==> src/rtl/core/qpd_pkg.sv <==
// Types and constants of the quaternion PD attitude torque block.
package qpd_pkg;

   localparam int unsigned Q_W       = 16;
   localparam int unsigned RATE_W    = 16;
   localparam int unsigned GAIN_W    = 32;
   localparam int unsigned ERR_W     = 34;
   localparam int unsigned TORQUE_W  = 48;
   localparam int unsigned STAGES    = 5;
   localparam int unsigned CSR_IDX_W = 3;
   localparam int unsigned AXES      = 3;

   typedef logic signed [Q_W-1:0]      q_type;
   typedef logic signed [RATE_W-1:0]   rate_type;
   typedef logic [GAIN_W-1:0]          gain_type;
   typedef logic signed [ERR_W-1:0]    err_type;
   typedef logic signed [TORQUE_W-1:0] torque_type;

   localparam torque_type TORQUE_MAX = {1'b0, {(TORQUE_W-1){1'b1}}};
   localparam torque_type TORQUE_MIN = {1'b1, {(TORQUE_W-1){1'b0}}};

   typedef enum logic [CSR_IDX_W-1:0] {
      CSR_KP_ROLL  = 3'd0,
      CSR_KP_PITCH = 3'd1,
      CSR_KP_YAW   = 3'd2,
      CSR_KD_ROLL  = 3'd3,
      CSR_KD_PITCH = 3'd4,
      CSR_KD_YAW   = 3'd5
   } csr_index_type;

   typedef struct packed {
      logic [STAGES-1:0] adv;
      logic [STAGES-1:0] valid;
   } pipe_ctrl_type;

endpackage

==> src/rtl/core/qpd_axis.sv <==
// One axis of the PD law: split gain products, rescale, subtract and clamp.
module qpd_axis import qpd_pkg::*; (
   input  logic          clock,
   input  pipe_ctrl_type ctrl,
   input  err_type       err,
   input  rate_type      rate,
   input  gain_type      kp,
   input  gain_type      kd,
   output torque_type    torque,
   output logic          sat
);

   localparam int unsigned LO_W   = 17;
   localparam int unsigned HI_W   = ERR_W - LO_W;
   localparam int unsigned PL_W   = GAIN_W + LO_W;
   localparam int unsigned PH_W   = GAIN_W + HI_W + 1;
   localparam int unsigned DP_W   = GAIN_W + RATE_W + 1;
   localparam int unsigned FULL_W = PH_W + LO_W;
   localparam int unsigned P_SH   = 27;
   localparam int unsigned D_SH   = 12;
   localparam int unsigned P_W    = FULL_W - P_SH;
   localparam int unsigned D_W    = DP_W - D_SH;
   localparam int unsigned DIFF_W = P_W + 1;

   logic [LO_W-1:0]          err_lo;
   logic signed [HI_W-1:0]   err_hi;
   logic [PL_W-1:0]          pl_ff;
   logic [PL_W-1:0]          pl_in;
   logic signed [PH_W-1:0]   ph_ff;
   logic signed [PH_W-1:0]   ph_in;
   logic signed [DP_W-1:0]   dp_ff;
   logic signed [DP_W-1:0]   dp_in;
   logic signed [FULL_W-1:0] full;
   logic signed [P_W-1:0]    p_ff;
   logic signed [P_W-1:0]    p_in;
   logic signed [D_W-1:0]    d_ff;
   logic signed [D_W-1:0]    d_in;
   logic signed [DIFF_W-1:0] diff;
   logic signed [TORQUE_W:0] wide;
   logic                     over_hi;
   logic                     over_lo;
   torque_type               torque_ff;
   torque_type               torque_in;
   logic                     sat_ff;
   logic                     sat_in;

   // The 32 x 34 gain product is taken as two partial products on the
   // low and high halves of the error and recombined one stage later.
   always_comb begin
      err_lo = err[LO_W-1:0];
      err_hi = err[ERR_W-1:LO_W];
      pl_in  = {{LO_W{1'b0}}, kp} * {{GAIN_W{1'b0}}, err_lo};
      ph_in  = $signed({{(HI_W+1){1'b0}}, kp}) * $signed({{(GAIN_W+1){err_hi[HI_W-1]}}, err_hi});
      dp_in  = $signed({{(RATE_W+1){1'b0}}, kd}) * $signed({{(GAIN_W+1){rate[RATE_W-1]}}, rate});
   end

   // Arithmetic right shifts give the floor of both scaled products.
   always_comb begin
      full = $signed({ph_ff, {LO_W{1'b0}}}) + $signed({{(FULL_W-PL_W){1'b0}}, pl_ff});
      p_in = full[FULL_W-1:P_SH];
      d_in = dp_ff[DP_W-1:D_SH];
   end

   always_comb begin
      diff    = $signed({p_ff[P_W-1], p_ff}) - $signed({{(DIFF_W-D_W){d_ff[D_W-1]}}, d_ff});
      wide    = {{(TORQUE_W+1-DIFF_W){diff[DIFF_W-1]}}, diff};
      over_hi = wide > $signed({TORQUE_MAX[TORQUE_W-1], TORQUE_MAX});
      over_lo = wide < $signed({TORQUE_MIN[TORQUE_W-1], TORQUE_MIN});
      if (over_hi) begin
         torque_in = TORQUE_MAX;
      end else if (over_lo) begin
         torque_in = TORQUE_MIN;
      end else begin
         torque_in = wide[TORQUE_W-1:0];
      end
      sat_in = over_hi || over_lo;
   end

   always_ff @(posedge clock) begin
      if (ctrl.adv[2]) begin
         pl_ff <= pl_in;
         ph_ff <= ph_in;
         dp_ff <= dp_in;
      end
      if (ctrl.adv[3]) begin
         p_ff <= p_in;
         d_ff <= d_in;
      end
      if (ctrl.adv[4]) begin
         torque_ff <= torque_in;
         sat_ff    <= sat_in;
      end
   end

   assign torque = torque_ff;
   assign sat    = sat_ff;

endmodule

==> config.mk <==
export PLATFORM = sky130hd
export DESIGN_NAME = qpd_axis
export DESIGN_NICKNAME = d
export VERILOG_FILES = /design/src/rtl/core/qpd_pkg.sv /design/src/rtl/core/qpd_axis.sv
export SDC_FILE = /design/constraint.sdc
export NUM_CORES = 2
export LEC_CHECK = 0
export ABC_AREA = 0
export BUFFER_PORTS_ARGS = -buffer_cell sky130_fd_sc_hd__buf_2
export CAP_MARGIN = 20
export CORE_MARGIN = 2
export CORE_UTILIZATION = 40
export CTS_BUF_LIST = sky130_fd_sc_hd__clkbuf_8
export CTS_CLUSTER_SIZE = 25
export DETAILED_ROUTE_END_ITERATION = 10
export MAX_ROUTING_LAYER = met4
export RECOVER_POWER = 50
export SYNTH_ARGS = -nofsm -noshare
export SYNTH_HDL_FRONTEND = slang
export SYNTH_SLANG_ARGS = --single-unit
export TNS_END_PERCENT = 1
==> constraint.sdc <==
create_clock -name clock -period 14.1 [get_ports clock]
set_input_delay 1.41 -clock clock [delete_from_list [all_inputs] [get_ports clock]]
set_output_delay 1.41 -clock clock [all_outputs]
set_load 0.005 [all_outputs]
==> out/results.txt <==
status -> finished, violations left
failing checks -> max-capacitance violations, max-slew violations
vias in the first global route -> 47,800
routed via count -> 43,800
fmax -> 0.116 GHz
hold bufs inserted after CTS -> 0
Hold WS -> 412 ps
I/O Pins -> 174
Maximum Capacitance Violations -> 4
setup_tns -> 0 ps
post-synthesis async set-or-reset flop share -> 0
RSZ-0062 raised after global routing -> no
Max H-tree Level -> 2
Final HPWL DP -> 115,000 um
Die ar. -> 0.157 mm2
Core Box Area -> 0.152 mm2
Least-Margin Pin Slew -> 4170 ps
IO buf count -> 166
clock slew at reported path FFs -> 70 ps
Rel. slew slack -> -1.78
die height -> 396 um
Post-Layout Cell Count -> 8,573
Sink Count -> 239
Worst setup SP type -> input pin
main flop type after synthesis -> edfxtp_1
number of synthesized register bits -> 239
post-synthesis sequential area ratio -> 0.117
Avg Cell Area, Syn -> 9.33 um2
Die W -> 396 um
Clock Skew -> 55.7 ps
NumNets Final -> 8,447
post-detailed-route count of antenna-violating nets -> 0
ranking of synthesized cells by area -> fa_1 (43%), edfxtp_1 (12%), ha_1 (10%), inv_1 (9.5%), and2_1 (6.8%)
final worst path period share -> 0.613
Rows -> 143
Hold Fails Final Rpt -> 0
Longest Clk Path Bufs -> 3
Via-to-Cell Ratio -> 5.11
final setup fails -> 0
crit-path max cell delay -> 1190 ps
drt total wl -> 153,000 um
TritonCTS Buffers -> 40
layout cells sized above 1 -> 0.0389
max-slew violations -> 206
GRT Overall Usage -> 0.211
biggest area consumer among synthesized cells -> fa_1
area of the mapped netlist -> 0.0614 mm2
Root Driver -> clkbuf_8
post-CTS sizing -> 0
critical path arrival -> 9080 ps
Iter 0 DRT Violations -> 2,719
Routed wire per std cell -> 17.9 um
post-synth net total -> 8,523
CP Cell Sequence -> clkbuf_1 -> nand2b_1 -> fa_1 -> fa_1 -> inv_1 -> fa_1 -> fa_1 -> fa_1 -> inv_1 -> fa_1 -> inv_1 -> ha_1 -> nand4_1 -> or2_2 -> o211ai_1 -> nand2_1 -> o31ai_1 -> a21oi_1 -> a211o_1 -> a32oi_1
placed cell count -> 8,494
Post-CTS Setup Bufs -> 0
RePlAce Congestion -> 0.862
CTS tree -> yes
Layout area overhead -> 5.27%
min Tclk post-route -> 8650 ps
area share of the largest cell type after synthesis -> 0.428
Critical Path Sink Type -> register
1st-pass router iterations -> 5
Netlist cell types -> 76
Hold Crit Class -> register to register
fill count -> 14,900
Util after Layout -> 0.425
critical path class -> input pin to register
Starting Density -> 0.403
DRC -> 0
initial antenna violation count -> 6
clock insertion delay at the later pin of the skew report -> 630 ps
Mapped Cells -> 6,583
global-route wire length before repair -> 255,000 um
Crit-path slowest cell -> clkbuf_1
Crit Path Max Fanout -> 33
most frequent CP cell -> fa_1
largest net degree at the start of global routing -> 74
Worst Path Required -> 14,530 ps
Synth warnings -> 0
grt total ovfl -> 0
number of synthesized flops with an enable pin -> 239
## cell usage in the layout, fill, tap and decap left out, drive strengths merged, types with 20 or more instances in the layout
cell type and instances:
inv 1571, nor2b 24, a21o 101, nand2b 39, and3 27, nand4 43
edfxtp 239, nand2 942, xor2 57, a211oi 20, nor3 23, o21bai 21
ha 501, fa 1314, a21oi 154, buf 173, o21ai 81, xnor2 122
nor2 126, a31oi 24, clkbuf 60, nand3 29, and2 670, o21a 27
## area by class of cell
cell class	instances	area [um2]	area share
Multi-Input combinational cell	4470	47200	0.730
Sequential cell	239	7180	0.111
Inverter	1563	5870	0.0907
Tap cell	2030	2540	0.0393
Timing Repair Buffer	193	1000	0.0155
Clock buffer	40	551	0.00851
Clock inverter	29	328	0.00507
Antenna cell	9	22.5	0.000348
## state kept, by name, indices dropped and copies added (netlist names)
signal	count
d_ff	37
dp_ff	37
p_ff	40
ph_ff	50
pl_ff	32
sat	1
torque	42
## stage by stage
stage / cell area (um2) / setup WS [ps]
global placement: 63800 / 5310
floorplan: 61400 / 6610
CTS: 64700 / 5860
global route: 64700 / 5190
finish: 64700 / 5450
detailed placement: 63800 / 5180
## kinds of logic (layout without fill, tap and decap cells)
kind of cell / Yosys count / after routing / synth area share
flip-flops: 239 / 239 / 0.117
XOR/XNOR: 179 / 179 / 0.0255
other: 1 / 10 / 0.0000610
AND/OR/NAND/NOR: 1952 / 1952 / 0.155
AO/OA/AOI/OAI: 522 / 522 / 0.0573
buffers and inverters: 1874 / 1825 / 0.115
adder cells (fa/ha/maj): 1815 / 1815 / 0.530
multiplexers: 1 / 1 / 0.000183
## path summary, 6_finish.rpt
check        startpoint    endpoint  slack, ps  cells after the start
min           dp_ff[19]     d_ff[7]        410                      0
max               kp[0]   ph_ff[42]       5450                     20
min reg2reg   dp_ff[19]     d_ff[7]        410                      0
max reg2reg     p_ff[0]  torque[36]      10070                     14
## cell usage after synthesis, types with 43 or more instances
| cell type | n |
|---|---|
| inv_1 | 1563 |
| a21o_1 | 101 |
| clkbuf_1 | 299 |
| fa_1 | 1314 |
| nand2_1 | 942 |
| and2_1 | 669 |
| xor2_1 | 57 |
| edfxtp_1 | 239 |
| xnor2_1 | 122 |
| nand4_1 | 43 |
| nor2_1 | 126 |
| a21oi_1 | 152 |
| o21ai_0 | 76 |
| ha_1 | 501 |
## per-layer routing
metal / up-vias / GRT usage / part of all wire
li1: 19500 / - / -
met1: 22800 / 0.268 / 0.42
met2: 1302 / 0.352 / 0.49
met3: 266 / 0.0297 / 0.061
met4: 0 / 0.0555 / 0.028
met5: - / - / 0
## worst max-delay path: cells and delay by family
| kind | cells | cell delay (ps) |
|---|---|---|
| AOI/OAI and AO/OA | 5 | 2170 |
| adders and majority gates | 7 | 3170 |
| buffers and inverters | 4 | 1340 |
| and+or+nand+nor | 4 | 950 |
Power is not shown: default switching activity piles up to over one toggle a cycle in this logic, so the estimate is an artifact.
