===== src/rtl/core/qpd_pkg.sv =====
// Types and constants of the quaternion PD attitude torque block.
package qpd_pkg;

   localparam int unsigned Q_W       = 16;
   localparam int unsigned RATE_W    = 16;
   localparam int unsigned GAIN_W    = 32;
   localparam int unsigned ERR_W     = 34;
   localparam int unsigned TORQUE_W  = 48;
   localparam int unsigned STAGES    = 5;
   localparam int unsigned CSR_IDX_W = 3;
   localparam int unsigned AXES      = 3;

   typedef logic signed [Q_W-1:0]      q_type;
   typedef logic signed [RATE_W-1:0]   rate_type;
   typedef logic [GAIN_W-1:0]          gain_type;
   typedef logic signed [ERR_W-1:0]    err_type;
   typedef logic signed [TORQUE_W-1:0] torque_type;

   localparam torque_type TORQUE_MAX = {1'b0, {(TORQUE_W-1){1'b1}}};
   localparam torque_type TORQUE_MIN = {1'b1, {(TORQUE_W-1){1'b0}}};

   typedef enum logic [CSR_IDX_W-1:0] {
      CSR_KP_ROLL  = 3'd0,
      CSR_KP_PITCH = 3'd1,
      CSR_KP_YAW   = 3'd2,
      CSR_KD_ROLL  = 3'd3,
      CSR_KD_PITCH = 3'd4,
      CSR_KD_YAW   = 3'd5
   } csr_index_type;

   typedef struct packed {
      logic [STAGES-1:0] adv;
      logic [STAGES-1:0] valid;
   } pipe_ctrl_type;

endpackage


===== src/rtl/core/qpd_pipe_ctrl.sv =====
// Valid bits and stage advance enables of the torque pipeline.
module qpd_pipe_ctrl import qpd_pkg::*; (
   input  logic          clock,
   input  logic          reset,
   input  logic          in_valid,
   input  logic          out_ready,
   output pipe_ctrl_type ctrl
);

   logic [STAGES-1:0] valid_ff;
   logic [STAGES-1:0] valid_in;
   logic [STAGES-1:0] adv;

   // A stage takes new data when it is empty or when its content moves on,
   // so bubbles are squeezed out and a stall holds each full stage that has no empty stage ahead of it.
   always_comb begin
      adv[STAGES-1] = !valid_ff[STAGES-1] || out_ready;
      for (int k = STAGES - 2; k >= 0; k--) begin
         adv[k] = !valid_ff[k] || adv[k+1];
      end
      for (int k = 0; k < STAGES; k++) begin
         if (adv[k]) begin
            valid_in[k] = (k == 0) ? in_valid : valid_ff[(k == 0) ? 0 : k - 1];
         end else begin
            valid_in[k] = valid_ff[k];
         end
      end
   end

   always_ff @(posedge clock) begin
      if (reset) begin
         valid_ff <= '0;
      end else begin
         valid_ff <= valid_in;
      end
   end

   assign ctrl.adv   = adv;
   assign ctrl.valid = valid_ff;

endmodule


===== config.mk =====
export PLATFORM = sky130hd
export DESIGN_NAME = qpd_pipe_ctrl
export DESIGN_NICKNAME = d
export VERILOG_FILES = /design/src/rtl/core/qpd_pkg.sv /design/src/rtl/core/qpd_pipe_ctrl.sv
export SDC_FILE = /design/constraint.sdc
export NUM_CORES = 1
export LEC_CHECK = 0
export BUFFER_PORTS_ARGS = -buffer_cell sky130_fd_sc_hd__buf_2
export CAP_MARGIN = 20
export CORE_AREA = 10 10 47 49
export DETAILED_ROUTE_END_ITERATION = 16
export DIE_AREA = 0 0 57 59
export SLEW_MARGIN = 30
export SYNTH_ARGS = -nofsm -noshare
export SYNTH_HDL_FRONTEND = slang
export SYNTH_SLANG_ARGS = --single-unit
export TNS_END_PERCENT = 100

===== constraint.sdc =====
create_clock -name clock -period 1 [get_ports clock]
set_input_delay 0.1 -clock clock [delete_from_list [all_inputs] [get_ports clock]]
set_output_delay 0.1 -clock clock [all_outputs]
set_load 0.01 [all_outputs]

==> results_dict.tcl, run 1 <==
set metrics [dict create \
    violations "setup timing" \
    initial_core_util 0.1509 \
    critPathKind "reg2out" \
    placed_cells 52 \
    syn_inst 22 \
    timing.hold.ws_ns 0.1215 \
    ios 14 \
    slowest_stage "dfxtp_2" \
    rsz0062_at_grt "yes" \
    cts_buffer_depth 2 \
    cts_buffers 3 \
    cts_hold_buf 0 \
    holdCritPathClass "in2reg" \
    path_clk_slew_ns 0.04 \
    min_period_ns 1.158 \
    vdd.ir_drop.worst_mv 0.4222 \
    final_cell_count_no_fill 57 \
    die_height_um 59 \
    portBuffers 13 \
    place_area_um2 304.0 \
    setup_ws_ns -0.1580 \
    wl_per_cell_um 11.35 \
    worst_setup_path_start_kind "flop" \
    cts_num_sinks 5 \
    grt-ovfl-total 0 \
    largest_reg_flops 5 \
    drv_slew 0 \
    grt_usage 0.04284 \
    drt_iter0_drc 0 \
    antenna_found_initial 0 \
    synth_area_um2 211.5 \
    antennaDiodeCount 0 \
    cp-end-kind "output port" \
    drive_above_1_share 0.6098 \
    clk_latency_ns 0.24 \
    route.detailed.drc 0 \
    area_growth_pct 64.50 \
    drt_wl_total_um 647 \
    critical_path.cell_chain "and4b_2 > inv_2 > buf_2" \
    cts_tree "yes" \
    gp_congestion 0.5955 \
    arrival_ns 1.06 \
    design.core.area_um2 1401 \
    power_density_nw_per_um2 1391 \
    cap_viol_max_count 0 \
    period_share 1.158 \
    die_area_um2 3363 \
    htreeDepth 1 \
    ys_seq_area_frac 0.4734 \
    p_leak_nw 0.1500 \
    hold_viol 0 \
    max_slew.worst_pin.slew_ns 0.1650 \
    setup_viol 5 \
    final_common_cell "buf_2" \
    synthDistinctLibCells 12 \
    multiInputGateArea_um2 92.59 \
    skew_ns 0.003860 \
    root_buffer "clkbuf_4" \
    final_cell_mix "buf_2 (12), inv_1 (4), a21oi_1 (3), clkbuf_4 (3), dfxtp_2 (3)" \
    cp_top_family "flip-flops" \
    synth_fp_nets 26 \
    avgSynthCellArea_um2 9.612 \
    cp_max_fo 4 \
    rows 14 \
    relSlewSlack 0.8898 \
    max_stage_delay_ns 0.31 \
    largest-register "valid_ff" \
    reg_top3 "valid_ff x5" \
    outcome "finished with violations" \
    fillers 166 \
    grt_pass1_wl_um 1048 \
    drtPass1Iterations 1 \
    design_area_um2 347.8 \
    ys_ff_latch 5 \
    grt_max_degree 8 \
    via_count 216 \
    fmax_mhz 863.6 \
    grt_pass1_vias 233 \
    register_area_um2 103.9 \
    total_power_uw 484.0 \
    ys_warn_count 0 \
    ant_nets 0 \
    required_ns 0.90 \
    vias_per_cell 3.789 \
    crit_buf_inv 2 \
    final_net_count 46 \
    utilization 0.2482 \
    die_x_um 57 \
]
## cell usage after synthesis
master | n | share of area
dfxtp_1 | 5 | 0.47
o31ai_4 | 1 | 0.10
inv_2 | 1 | 0.018
nand3b_1 | 2 | 0.071
and4b_2 | 1 | 0.053
nand2b_1 | 1 | 0.030
a21oi_1 | 3 | 0.071
or2b_2 | 1 | 0.041
inv_1 | 4 | 0.071
nand2_1 | 1 | 0.018
o22ai_1 | 1 | 0.030
nand3_1 | 1 | 0.024
## metrics by stage
step	setup WS (ns)	TNS, ns
2_1_floorplan	0.05194	0
5_1_grt	-0.2254	-0.8694
4_1_cts	-0.1793	-0.6622
3_5_place_dp	0.06692	0
3_3_place_gp	0.07175	0
6_report	-0.1580	-0.5541
## metal layers
metal,global-route usage,part of all wire,vias up
met1,0.03695,0.40,93
li1,-,-,113
met3,0.04077,0.15,0
met2,0.05736,0.46,10
met4,0.04027,0,0
met5,0,0,-
## final cells by class
class	count	share of cell area
clock buffer	4	0.07554
timing repair buffer	15	0.2482
inverter	5	0.05396
multi-input combinational	12	0.2662
tap	16	0.05755
sequential	5	0.2986
## worst min-delay path, stage by stage
cell and delay [ns]:
buf_2 0.10, inv_1 0.04, o22ai_1 0.08
## where the power goes
part | switching, mW | leakage [nW] | internal, mW
registers | 0.00578 | 0.0423 | 0.207
clock network | 0.0846 | 0.0150 | 0.151
logic | 0.0186 | 0.0927 | 0.0172
total | 0.109 | 0.150 | 0.375
## timing repair
action / 4_1_cts / 5_1_grt
endpoints found under the setup margin: 5 / 5
gates resized for setup: 3 / 1
gates cloned: 0 / 0
pin swaps: 1 / 2
setup buffers: 0 / 1
## cells by family after synthesis
| group | count (synthesis) | share of synthesized area |
|---|---|---|
| flops | 5 | 0.4734 |
| buf+inv | 5 | 0.08872 |
| compound gates | 5 | 0.2012 |
| simple gates | 7 | 0.2366 |
## path summary, 6_finish.rpt
check                endpoint        start  cells past startpoint  slack (ns)
setup / recovery      ctrl[7]  valid_ff[3]                      3       -0.16
setup reg to reg  valid_ff[1]  valid_ff[4]                      3        0.11
hold reg to reg   valid_ff[3]  valid_ff[2]                      2        0.45
hold / removal    valid_ff[0]     in_valid                      3        0.12
No activity file was read; power rests on OpenSTA's default activity.
==> run 2: changes to the inputs <==
==> constraint.sdc (replaced) <==
create_clock -name clock -period 1 [get_ports clock]
set_input_delay 0.15 -clock clock [delete_from_list [all_inputs] [get_ports clock]]
set_output_delay 0.15 -clock clock [all_outputs]
set_load 0.01 [all_outputs]
==> run 2 against run 1 <==
  * The flow still finishes with violations (setup timing)
  * Utilization grew 1.3 points
  * Final cell count unchanged
  * Count of clock-buffer cells in the layout unchanged
  * Clock skew down 0.0011 ns
  * Global-route usage is essentially flat
  * Design area up 5.0%
  * Non-clock buffer count unchanged
  * Routed wire length increased by 2.2%
  * Fmax down 4.4%
  * Total power about the same
  * First-iteration DRC count increased by 3
  * Sequential power hardly changed
  * Critical path type unchanged
  * Critical endpoint unchanged
  * Largest power group unchanged
==> results_dict.tcl, run 2 (synthesis results as in run 1) <==
set metrics [dict create \
    max_stage_delay_ns 0.31 \
    die_x_um 57 \
    path_clk_slew_ns 0.05 \
    portBuffers 13 \
    gp_congestion 0.5686 \
    critical_path.cell_chain "and4b_2 > inv_2 > buf_2" \
    cp_max_fo 4 \
    total_power_uw 483.7 \
    die_height_um 59 \
    place_ws_ns 0.01095 \
    slowest_stage "dfxtp_1" \
    ant_nets 0 \
    skew_ns 0.002711 \
    grt_pass1_wl_um 1007 \
    worst_setup_path_start_kind "flop" \
    antennaDiodeCount 0 \
    cp-end-kind "output port" \
    cts_num_sinks 5 \
    clk_latency_ns 0.24 \
    holdCritPathClass "in2reg" \
    hold_viol 0 \
    drv_slew 0 \
    cts_buffers 3 \
    utilization 0.2607 \
    grt_max_degree 8 \
    largest-register "valid_ff" \
    grt_pass1_vias 234 \
    final_net_count 46 \
    timing.hold.ws_ns 0.1719 \
    crit_buf_inv 2 \
    period_share 1.211 \
    max_slew.worst_pin.slew_ns 0.1523 \
    fin_setup_tns_ns -0.7342 \
    fillers 164 \
    grt_usage 0.04242 \
    initial_core_util 0.1509 \
    rows 14 \
    cts_buffer_depth 2 \
    drt_iter0_drc 3 \
    ios 14 \
    final_common_cell "buf_2" \
    wl_per_cell_um 11.60 \
    fmax_mhz 825.6 \
    cp_top_family "flip-flops" \
    required_ns 0.85 \
    place_area_um2 311.5 \
    setup_ws_ns -0.2112 \
    final_cell_mix "buf_2 (11), inv_1 (4)" \
    cts_hold_buf 0 \
    antenna_found_initial 0 \
    placed_cells 53 \
    cap_viol_max_count 0 \
    violations "setup timing" \
    design.core.area_um2 1401 \
    htreeDepth 1 \
    largest_reg_flops 5 \
    p_leak_nw 0.1562 \
    vdd.ir_drop.worst_mv 0.2557 \
    drt_wl_total_um 661 \
    cts_tree "yes" \
    vias_per_cell 3.912 \
    arrival_ns 1.06 \
    rsz0062_at_grt "yes" \
    route.detailed.drc 0 \
    setup_viol 5 \
    grt-ovfl-total 0 \
    outcome "finished with violations" \
    drtPass1Iterations 2 \
    reg_top3 "valid_ff x5" \
    area_growth_pct 72.78 \
    place_hpwl_um 526.6 \
    post-cts-setup-buffer-count 0 \
    via_count 223 \
    power_density_nw_per_um2 1324 \
    die_area_um2 3363 \
    relSlewSlack 0.8983 \
    min_period_ns 1.211 \
    root_buffer "clkbuf_4" \
    drive_above_1_share 0.6341 \
    final_cell_count_no_fill 57 \
    critPathKind "reg2out" \
    design_area_um2 365.4 \
]
[run 2: cell types whose count changed in the layout (fill, tap and decap cells not counted)]
cell / previous run / this run
buf_2: 12 / 11
buf_4: 2 / 1
buf_6: 1 / 3
nand3_1: 1 / 0
nand3_2: 0 / 1
or2b_2: 1 / 0
or2b_4: 0 / 1
[run 2: timing repair]
action | CTS | global route
endpoints found under the setup margin | 5 | 6
pin swaps | 1 | 1
resized for setup | 5 | 3
[run 2: worst paths after layout]
path              cells past startpoint         from  slack (ns)          end
hold reg to reg                       2  valid_ff[4]        0.52  valid_ff[3]
hold / removal                        3     in_valid        0.17  valid_ff[0]
setup reg to reg                      3  valid_ff[2]        0.09  valid_ff[1]
setup / recovery                      3  valid_ff[2]       -0.21      ctrl[7]
[run 2: where the power goes]
part	total [mW]	switching, mW	leakage, nW	internal (mW)
clock network	0.234	0.0827	0.0150	0.151
logic	0.0371	0.0187	0.0990	0.0184
registers	0.213	0.00622	0.0422	0.207
total	0.484	0.108	0.156	0.376
[run 2: worst register-to-register path: stages, from the launching register on]
cell     delay [ns]
dfxtp_1        0.33
and4b_2        0.27
inv_2          0.07
o31ai_4        0.15
[run 2: routing by layer]
layer | up-vias | routed length, um | GRT usage
met1 | 104 | 273 | 0.03699
met2 | 8 | 321 | 0.05736
met4 | 0 | 0 | 0.04027
met5 | - | 0 | 0
li1 | 111 | - | -
met3 | 0 | 66 | 0.03863
[run 2: layout make-up]
type,instances,area [um^2],share of cell area
inverter,5,18.77,0.05137
sequential,5,103.9,0.2842
tap,16,20.02,0.05479
timing repair buffer,15,96.34,0.2637
multi-input combinational,12,100.1,0.2740
clock buffer,4,26.28,0.07192
==> run 3: changes to the inputs <==
--- a/config.mk
+++ b/config.mk
@@ -7,9 +7,10 @@
 export LEC_CHECK = 0
 export BUFFER_PORTS_ARGS = -buffer_cell sky130_fd_sc_hd__buf_2
 export CAP_MARGIN = 20
-export CORE_AREA = 10 10 47 49
+export CORE_AREA = 5 5 42 44
 export DETAILED_ROUTE_END_ITERATION = 16
-export DIE_AREA = 0 0 57 59
+export DIE_AREA = 0 0 47 49
+export SKIP_LAST_GASP = 1
 export SLEW_MARGIN = 30
 export SYNTH_ARGS = -nofsm -noshare
 export SYNTH_HDL_FRONTEND = slang
==> run 3 against run 2 <==
  * Utilization is 0.45 points lower
  * Highest routed layer unchanged
  * The flow still finishes with violations (setup timing)
  * Design area decreased by 1.7%
  * Largest cell class unchanged
  * Clock power is 4% lower
  * Critical path type unchanged
==> results_dict.tcl, run 3 (synthesis results as in run 1) <==
set metrics [dict create \
    critPathKind "reg2out" \
    cts_buffers 3 \
    antennaDiodeCount 0 \
    setup_ws_ns -0.2136 \
    root_buffer "clkbuf_4" \
    die_x_um 47 \
    cts_hold_buf 0 \
    cts_buffer_depth 2 \
    min_period_ns 1.214 \
    drv_slew 0 \
    grt_pass1_vias 210 \
    cts_num_sinks 5 \
    grt-ovfl-total 0 \
    drive_above_1_share 0.6341 \
    drtPass1Iterations 1 \
    p_seq_frac 0.451 \
    timing.hold.ws_ns 0.1740 \
    ios 14 \
    reg_top3 "valid_ff x5" \
    final_cell_mix "buf_2 (12), inv_1 (4), a21oi_1 (3), clkbuf_4 (3), dfxtp_2 (3)" \
    rows 14 \
    route.detailed.drc 0 \
    area_growth_pct 69.82 \
    grt_pass1_wl_um 841 \
    die_area_um2 2303 \
    largest-register "valid_ff" \
    outcome "finished with violations" \
    combPwrFrac 0.073 \
    clk_latency_ns 0.24 \
    grt_usage 0.05563 \
    rsz0062_at_grt "yes" \
    violations "setup timing" \
    portBuffers 13 \
    final_net_count 46 \
    gp_congestion 0.5422 \
    worst_setup_path_start_kind "flop" \
    antenna_found_initial 0 \
    holdCritPathClass "in2reg" \
    cts_tree "yes" \
    grt_max_degree 8 \
    cp_top_family "flip-flops" \
    max_slew.worst_pin.slew_ns 0.1845 \
    final_cell_count_no_fill 57 \
    die_height_um 49 \
    vias_per_cell 3.807 \
    period_share 1.214 \
    vdd.ir_drop.worst_mv 0.4782 \
    design.core.area_um2 1401 \
    slowest_stage "dfxtp_2" \
    power_density_nw_per_um2 1315 \
    largest_reg_flops 5 \
    max_stage_delay_ns 0.31 \
    path_clk_slew_ns 0.04 \
    drt_wl_total_um 522 \
    placed_cells 52 \
    htreeDepth 1 \
    switching_share 0.2068 \
    fmax_mhz 824.0 \
    drt_iter0_drc 0 \
    arrival_ns 1.06 \
    p_sw_uw 97.63 \
    relSlewSlack 0.8768 \
    crit_buf_inv 2 \
    p_clk_frac 0.475 \
    cp_max_fo 4 \
    ant_nets 0 \
    wl_per_cell_um 9.158 \
    critical_path.cell_chain "and4b_2 > inv_2 > buf_2" \
    internal_power_uw 374.5 \
    cap_viol_max_count 0 \
    skew_ns 0.002222 \
    setup_viol 5 \
    place_hpwl_um 440.2 \
    cp-end-kind "output port" \
    initial_core_util 0.1509 \
    via_count 217 \
    final_common_cell "buf_2" \
    required_ns 0.85 \
    hold_viol 0 \
    p_leak_nw 0.1514 \
]
[run 3: cell counts in the layout (fill, tap and decap cells not counted)]
No cell type changed its count.
[run 3: layer usage]
metal / vias up / GRT usage / share of wire
met5: - / 0 / 0
met4: 0 / 0.01382 / 0
met3: 0 / 0.06642 / 0.13
met2: 8 / 0.07919 / 0.50
met1: 98 / 0.05055 / 0.36
li1: 111 / - / -
[run 3: what timing repair did]
| item | 4_1_cts | 5_1_grt |
|---|---|---|
| endpoints found under the setup margin | 5 | 5 |
| gates resized for setup | 3 | 4 |
| pin swaps | 1 | 0 |
| buffers inserted | 0 | 1 |
[run 3: worst min-delay path: stages]
cell     delay [ns]
buf_2          0.09
inv_1          0.04
o22ai_1        0.07
[run 3: worst paths after layout]
check | from | endpoint | slack [ns] | cells after the start
setup / recovery | valid_ff[2] | ctrl[7] | -0.21 | 3
hold / removal | in_valid | valid_ff[0] | 0.17 | 3
setup reg to reg | valid_ff[4] | valid_ff[1] | 0.09 | 3
hold reg to reg | valid_ff[2] | valid_ff[3] | 0.45 | 2
[run 3: cell type report]
type | instances | area, um^2
fill | 167 | 1042
sequential | 5 | 103.9
multi-input combinational | 12 | 100.1
timing repair buffer | 15 | 90.09
clock buffer | 4 | 26.28
tap | 16 | 20.02
inverter | 5 | 18.77
[run 3: per-stage QoR]
| stage | area, um^2 | setup TNS (ns) | worst slack, ns | power [mW] | util |
|---|---|---|---|---|---|
| 3_3_place_gp | 304.0 | 0 | 0.008042 | 0.2488 | 0.2170 |
| 6_report | 359.1 | -0.7466 | -0.2136 | 0.4721 | 0.2563 |
| 2_1_floorplan | 211.5 | 0 | 0.05194 | 0.2294 | - |
| 4_1_cts | 339.1 | -0.8899 | -0.2294 | 0.4852 | 0.2420 |
| 5_1_grt | 359.1 | -1.047 | -0.2768 | 0.5166 | 0.2563 |
| 3_5_place_dp | 304.0 | -0.01172 | -0.01172 | 0.2496 | 0.2170 |
[run 3: power groups by stage]
stage | logic (mW) | clock network [mW] | registers (mW)
6_report | 0.0347 | 0.224 | 0.213
5_1_grt | 0.0378 | 0.265 | 0.214
4_1_cts | 0.0346 | 0.238 | 0.212
3_5_place_dp | 0.0341 | 0 | 0.215
3_3_place_gp | 0.0332 | 0 | 0.216
2_1_floorplan | 0.0116 | 0 | 0.218
